[config.mk]
export PLATFORM = sky130hd
export DESIGN_NAME = fatseg_alu
export DESIGN_NICKNAME = d
export VERILOG_FILES = /design/src/fatseg_pkg.sv /design/src/fatseg_alu.sv
export SDC_FILE = /design/constraint.sdc
export NUM_CORES = 1
export LEC_CHECK = 0
export BUFFER_PORTS_ARGS = -buffer_cell sky130_fd_sc_hd__buf_2
export CAP_MARGIN = 40
export CORE_MARGIN = 2
export CORE_UTILIZATION = 45
export DETAILED_ROUTE_END_ITERATION = 12
export PLACE_DENSITY = 0.73
export RECOVER_POWER = 100
export SKIP_LAST_GASP = 1
export SYNTH_ARGS = -nofsm -noshare
export SYNTH_HDL_FRONTEND = slang
export SYNTH_SLANG_ARGS = --single-unit
[constraint.sdc]
create_clock -name vclk -period 9.57
set_input_delay 0.957 -clock vclk [all_inputs]
set_output_delay 0.957 -clock vclk [all_outputs]
set_load 0.02 [all_outputs]
[src/fatseg_pkg.sv]
// Package for the FAT16 file read segmenter.
// Holds shared codes, constants and the request/response types of the shared unit.
// No dependencies.
`default_nettype none

package fatseg_pkg;

  // Operation codes of an input beat.
  localparam logic [1:0] OP_LOAD = 2'd0;
  localparam logic [1:0] OP_OPEN = 2'd1;
  localparam logic [1:0] OP_READ = 2'd2;

  // Status codes of a result beat.
  localparam logic [1:0] ST_OK       = 2'd0;
  localparam logic [1:0] ST_REJECTED = 2'd1;
  localparam logic [1:0] ST_EOF      = 2'd2;
  localparam logic [1:0] ST_CHAIN    = 2'd3;

  // Configuration register indexes.
  localparam logic [2:0] CFG_SECTOR_LOG2  = 3'd0;
  localparam logic [2:0] CFG_CLUSTER_LOG2 = 3'd1;
  localparam logic [2:0] CFG_RESERVED     = 3'd2;
  localparam logic [2:0] CFG_FAT_COPIES   = 3'd3;
  localparam logic [2:0] CFG_FAT_SECTORS  = 3'd4;
  localparam logic [2:0] CFG_ROOT_SECTORS = 3'd5;

  localparam logic [15:0] EOC_MARK = 16'hFFF8;
  localparam logic [15:0] FAT_OOR  = 16'hFFFF;
  localparam logic [7:0]  ATTR_DIR = 8'h10;
  localparam logic [7:0]  ATTR_VOL = 8'h08;

  localparam logic [3:0] SEC_LOG2_MIN  = 4'd9;
  localparam logic [3:0] SEC_LOG2_MAX  = 4'd12;
  localparam logic [4:0] CLUS_LOG2_MAX = 5'd16;

  // One operation of the shared shift-add unit: (a << shamt) + b, or minus b.
  typedef struct packed {
    logic [31:0] a;
    logic [31:0] b;
    logic [3:0]  shamt;
    logic        sub;
  } alu_req_t;

  typedef struct packed {
    logic [31:0] result;
    logic        carry;
  } alu_rsp_t;

endpackage

`default_nettype wire

[src/fatseg_alu.sv]
// Shared 32-bit shift-add unit of the segmenter.
// Depends on fatseg_pkg for the request and response types.
`default_nettype none

module fatseg_alu
  import fatseg_pkg::*;
(
  input  alu_req_t req,
  output alu_rsp_t rsp
);

  logic [31:0] shifted;
  logic [31:0] b_op;
  logic [32:0] sum;

  assign shifted = req.a << req.shamt;
  assign b_op    = req.b ^ {32{req.sub}};
  assign sum     = {1'b0, shifted} + {1'b0, b_op} + {32'd0, req.sub};

  assign rsp.result = sum[31:0];
  assign rsp.carry  = sum[32];

endmodule

`default_nettype wire

* Word level (Yosys, flattened, before mapping) *
Index checks and enable logic that the tools add are counted.

word-level totals
  bits in registers = 0
  output and inout port bits = 33

operators by class
  shifts and indexed selects = 1
  bitwise logic cells = 1
  $add $sub $neg = 2

operator list
  operator                     count
  adder 32 x 32 -> 33 bit      1
  adder 33 x 1 -> 33 bit       1
  << shifter 32 x 4 -> 32 bit  1
  XOR 32 bit                   1

* Longest topological paths before layout *
Gate-level depths: netlist of run 1.

  depth in word-level cells = 3
  depth in mapped cells = 17

* Worst setup path before layout of run 1 *
OpenSTA, ideal clock, no wires.

  kind = input -> output
  start = input port req[1] (netlist bit)
  end = output port rsp[20] (netlist bit)
  buffers on the path = 2
  path slack = 4642 ps
  arrival time = 3971 ps
  stages on the path = 16
  cells stage by stage = buf_4 -> buf_4 -> mux2i_1 -> nor2_1 -> a31oi_1 -> nor2_1 -> a21oi_1 -> nor2_1 -> ha_1 -> a21o_1 -> a2111oi_2 -> o2bb2ai_2 -> o22ai_4 -> a211oi_4 -> o21ai_2 -> xor2_1

RTL lines
  what         line             text
  from (decl)  fatseg_alu.sv:8  input alu_req_t req,
  to (decl)    fatseg_alu.sv:9  output alu_rsp_t rsp

==> qor.csv, run 1 <==
metric,value,unit
grt.overflow.total,0,
diodes,0,
seqPwrFrac,0,
syn_avg_cell_area,7.39,sq um
die_h,91.1,um
io_pins,102,
p_comb_frac,1.000,
core.rowCount,31,
arrival,5.20,ns
post-route-period-util,0.644,
crit_type,in -> out,
cp_data_required_time,8.61,ns
hold_viol_final,0,
die_x,91.1,um
setup-violations-final,0,
finalSetupTns,0,ns
crit_path_end_kind,output pin,
status,finished with violations,
vias_per_cell,5.86,
syn_area,3410,sq um
design.seq.count,0,
antenna_found_initial,0,
area_growth,13.0,%
max_freq,162,MHz
p_leak,0.00179,uW
internal_power,175,uW
firstDrtPassIters,5,
slew_viol_final,48,
synth_cells,462,
crit_path_max_fanout,47,
dieArea,8290,sq um
port_buffers,102,
nClkBuffers,0,
min_delay_worst_endpoint,rsp[1],
min-delay-start,req[5],
drc_errors,0,
grt_pass1_vias,3549,
grt_pass1_wl,16300,um
ir_drop,0.0714,mV
start_kind,input port,
yosysUniqueCellTypes,60,
max_slew_margin,-0.243,
cts_resized,0,
drive_above_1_share,0.201,
fin_ws,3.41,ns
core_area,7290,sq um
power.share.clock,0,
wl_per_cell,15.5,um
rsz0062_at_grt,false,
ys_seq_area_frac,0,
period_needed,6.16,ns
ctsHoldBuffers,0,
power_density,124,nW/um^2
yosysWarnings,0,
grt_max_degree,48,
drtIter0Drc,183,
place_ws,3.84,ns
fin_nets,641,
place_congestion,0.909,
syn-num-nets,563,
min_path_cells,3,
grt_usage,0.228,
ff_latch_area,0,sq um
drv_cap,1,
postCtsSetupRepairBufs,0,
p_switching,302,uW
worstMarginPinSlew,1.86,ns
swShare,0.633,
wl,9860,um
antenna_left,0,
violations,"max-capacitance violations, max-slew violations",
start_util,0.468,
place.detailed.hpwl,8140,um
hp-class,in -> out,
route.vias.total,3731,
-- synthesized netlist by cell type, types with 2 or more instances --
cell type / n / area, sq um
a31oi_1: 7 / 43.8
buf_2: 5 / 25.0
inv_1: 11 / 41.3
and3_1: 3 / 18.8
xnor2_1: 15 / 131
and2_1: 3 / 18.8
nand2b_1: 3 / 18.8
mux4_2: 13 / 293
buf_6: 2 / 22.5
nand3_1: 3 / 15.0
mux2i_1: 38 / 380
nor2_1: 36 / 135
ha_1: 31 / 388
mux2_2: 3 / 33.8
clkbuf_1: 17 / 63.8
o22ai_1: 3 / 18.8
o2111ai_1: 2 / 17.5
o21a_1: 2 / 15.0
o21bai_1: 5 / 37.5
a211oi_1: 6 / 45.0
a21oi_1: 53 / 265
a21oi_2: 4 / 35.0
nor2b_1: 5 / 31.3
nor3_1: 7 / 35.0
nand2_1: 56 / 210
a21o_1: 10 / 75.1
nand4_1: 5 / 31.3
nor4_1: 3 / 18.8
xor2_1: 45 / 394
a31oi_2: 2 / 25.0
a221o_1: 3 / 30.0
o21ai_0: 31 / 155
buf_4: 3 / 22.5
-- placed cells by master, fill, tap and decap left out, types with 2 or more instances in the layout --
master	instances
buf_2	77
nand2_1	56
a21oi_1	54
xor2_1	45
mux2i_1	38
nor2_1	36
o21ai_0	31
ha_1	31
clkbuf_1	25
xnor2_1	15
mux4_2	13
inv_1	11
a31oi_1	10
a21o_1	10
a211oi_1	7
nor3_1	7
nor2b_1	5
o21bai_1	5
nand4_1	5
mux2_2	3
and2_1	3
o22ai_1	3
nand3_1	3
nor4_1	3
a21oi_2	3
nand2b_1	3
o2111ai_1	3
and3_1	3
a221o_1	3
a221oi_1	2
o21a_1	2
buf_12	2
-- stage by stage --
step	instances	hold WS [ns]	total power, uW	utilization	cell area (sq um)
4_1_cts	636	2.27	495	0.539	3930
2_1_floorplan	462	2.06	365	-	3410
5_1_grt	637	2.31	523	0.529	3850
6_report	637	2.27	478	0.529	3850
3_5_place_dp	636	2.27	493	0.539	3930
3_3_place_gp	635	2.27	488	0.536	3910
-- final cells by class --
cell class         count  area (sq um)
fillers              766          3440
multi-input cells    423          3170
repair buffers       104           519
well taps             99           124
inverters             11          41.3
-- power by group through the flow --
stage          Sequential (uW)  Clock (uW)  Combinational, uW
6_report                     0           0                478
5_1_grt                      0           0                523
4_1_cts                      0           0                495
3_5_place_dp                 0           0                493
3_3_place_gp                 0           0                488
2_1_floorplan                0           0                365
-- worst max-delay path, stage by stage --
cell	delay, ns
clkbuf_1	1.31
nor2_1	0.23
nand3_1	0.18
o21ai_0	0.12
fa_1	0.41
a21o_1	0.22
a221oi_1	0.57
a211o_2	0.28
a21oi_2	0.08
o2111ai_1	0.32
a21oi_1	0.11
a31oi_1	0.15
clkbuf_1	0.25
-- routing by layer --
metal | vias up | GRT usage | share of wire
met1 | 1700 | 0.292 | 0.44
li1 | 1864 | - | -
met3 | 20 | 0.0133 | 0.053
met2 | 147 | 0.419 | 0.49
met4 | 0 | 0.0518 | 0.023
met5 | - | 0 | 0
-- worst max-delay path by stage --
| stage | from | endpoint | slack (ns) |
|---|---|---|---|
| floorplan | req[1] | rsp[20] | 4.64 |
| global placement | req[1] | rsp[20] | 3.89 |
| detailed placement | req[2] | rsp[0] | 3.84 |
| CTS | req[2] | rsp[0] | 3.80 |
| global route | req[4] | rsp[29] | 3.00 |
| finish | req[4] | rsp[29] | 3.41 |
-- cell families (layout without fill, tap and decap cells) --
| family | count (synthesis) | in the layout | synth area share |
|---|---|---|---|
| fa+ha+maj | 32 | 32 | 0.120 |
| compound gates | 147 | 147 | 0.293 |
| buf+inv | 39 | 115 | 0.0524 |
| xor+xnor | 60 | 60 | 0.154 |
| simple gates | 130 | 130 | 0.174 |
| mux | 54 | 54 | 0.207 |
No activity file was read; power rests on OpenSTA's default activity.
==> run 2: changes to the inputs <==
--- a/config.mk
+++ b/config.mk
@@ -5,12 +5,13 @@
 export SDC_FILE = /design/constraint.sdc
 export NUM_CORES = 1
 export LEC_CHECK = 0
+export ABC_AREA = 1
 export BUFFER_PORTS_ARGS = -buffer_cell sky130_fd_sc_hd__buf_2
 export CAP_MARGIN = 40
 export CORE_MARGIN = 2
 export CORE_UTILIZATION = 45
 export DETAILED_ROUTE_END_ITERATION = 12
-export PLACE_DENSITY = 0.73
+export PLACE_DENSITY = 0.75
 export RECOVER_POWER = 100
 export SKIP_LAST_GASP = 1
 export SYNTH_ARGS = -nofsm -noshare
==> constraint.sdc (replaced) <==
create_clock -name vclk -period 5.13
set_input_delay 0.513 -clock vclk [all_inputs]
set_output_delay 0.513 -clock vclk [all_outputs]
set_load 0.02 [all_outputs]
==> run 2 against run 1 <==
Net effect: the run now ends clean; synthesized cell count up 44%; global-route usage up 3.4 points; cell count up 32%; final area up 5.0%; wire length up 16%; worst hold slack worse by 0.92 ns; critical path depth up 4; flip-flop and latch count unchanged; utilization down 0.20 points; setup slack worse by 3.0 ns; combinational power up 82%; power up 82%; critical path type unchanged.
==> qor.csv, run 2 <==
metric,value,unit
status,completed,
rsz0062_at_grt,false,
die_x,93,um
total_power,869,uW
diodes,0,
min-delay-start,req[5],
ys_seq_area_frac,0,
wl,11400,um
nClkBuffers,0,
fin_nets,843,
grt_pass1_vias,4266,
layout_commonest_cell,nand2_1,
syn_area,3560,sq um
synth_top_area_share,0.230,
finalSetupTns,0,ns
core_area,7690,sq um
area_growth,13.6,%
grt.overflow.total,0,
grt_pass1_wl,19200,um
drive_above_1_share,0.142,
max_freq,212,MHz
syn_avg_cell_area,5.36,sq um
antenna_left,0,
vias_per_cell,5.50,
final_cell_mix,"nand2_1 (218), buf_2 (81), o21ai_0 (63)",
drtIter0Drc,356,
start_kind,input port,
ff_latch_area,0,sq um
arrival,4.19,ns
core.rowCount,32,
ir_drop,0.149,mV
syn-num-nets,766,
yosysTopAreaCell,nand2_1,
firstDrtPassIters,5,
place_congestion,1.03,
post-route-period-util,0.917,
cp_data_required_time,4.62,ns
crit_type,in -> out,
hold_viol_final,0,
yosysUniqueCellTypes,42,
p_leak,0.00212,uW
start_util,0.464,
yosysWarnings,0,
ctsHoldBuffers,0,
synth_top_cells_by_count,"nand2_1 (218), o21ai_0 (60), xor2_1 (51), nor2_1 (50), nand3_1 (49)",
period_needed,4.71,ns
postCtsSetupRepairBufs,0,
antenna_found_initial,0,
worstMarginPinSlew,0.891,ns
max_slew_margin,0.406,
crit_path_end_kind,output pin,
design.seq.count,0,
drc_errors,0,
slew_viol_final,0,
setup-violations-final,0,
route.vias.total,4627,
wl_per_cell,13.5,um
dieArea,8650,sq um
yosysMostFrequentCell,nand2_1,
grt_usage,0.263,
crit_path_start,req[1],
cts_resized,0,
grt_max_degree,34,
crit_path_max_fanout,33,
synth_cells,665,
port_buffers,102,
io_pins,102,
hp-class,in -> out,
drv_cap,0,
die_h,93,um
yosys-top-cells-area,"nand2_1 (23%), xor2_1 (13%), ha_1 (11%)",
power_density,215,nW/um^2
place.detailed.hpwl,9600,um
[run 2: final cells by class]
type	count	area, sq um
Fill cell	874	3640
Inverter	51	191
Multi-Input combinational cell	586	3220
Tap cell	102	128
Timing Repair Buffer	103	512
[run 2: cell families (layout without fill, tap and decap cells)]
kind of cell | Yosys count | after routing | synth area share
AOI/OAI and AO/OA | 147 | 147 | 0.232
and+or+nand+nor | 348 | 348 | 0.416
buffers and inverters | 79 | 154 | 0.0916
muxes | 3 | 3 | 0.00842
xor gates and xnor gates | 56 | 56 | 0.138
adders and majority gates | 32 | 32 | 0.114
[run 2: report_power, final]
group,switching [uW],total (uW),internal (uW)
Combinational,587,869,282
Sequential,0,0,0
Clock,0,0,0
Total,587,869,282
[run 2: critical path, stage by stage]
cell	delay, ns
buf_2	0.49
inv_2	0.35
nand2_1	0.14
nand2_1	0.07
o21ai_0	0.24
nor2_1	0.07
a31oi_1	0.26
o21ai_0	0.15
ha_1	0.41
a21oi_1	0.27
o21ai_0	0.19
a21oi_1	0.30
o21ai_0	0.13
a21oi_1	0.20
nand3_1	0.10
nand2_1	0.07
clkbuf_1	0.22
[run 2: routing by layer]
metal  GRT usage  vias up  part of all wire
li1            -     2352                 -
met1       0.340     2086              0.45
met2       0.489      174              0.48
met3      0.0129       15             0.053
met4      0.0392        0             0.015
met5           0        -                 0
[run 2: stage by stage]
stage	hold WS (ns)	util	cell area, sq um	instances	setup slack, ns
floorplan	1.17	-	3560	665	1.84
global placement	1.35	0.529	4070	841	0.686
detailed placement	1.35	0.533	4100	842	0.679
CTS	1.35	0.533	4100	842	0.675
global route	1.37	0.527	4050	842	0.150
finish	1.35	0.527	4050	842	0.424
[run 2: final timing paths]
kind                  endpoint  slack, ns  cells past startpoint
worst max-delay path   rsp[28]       0.42                     17
worst min-delay path    rsp[1]       1.35                      3
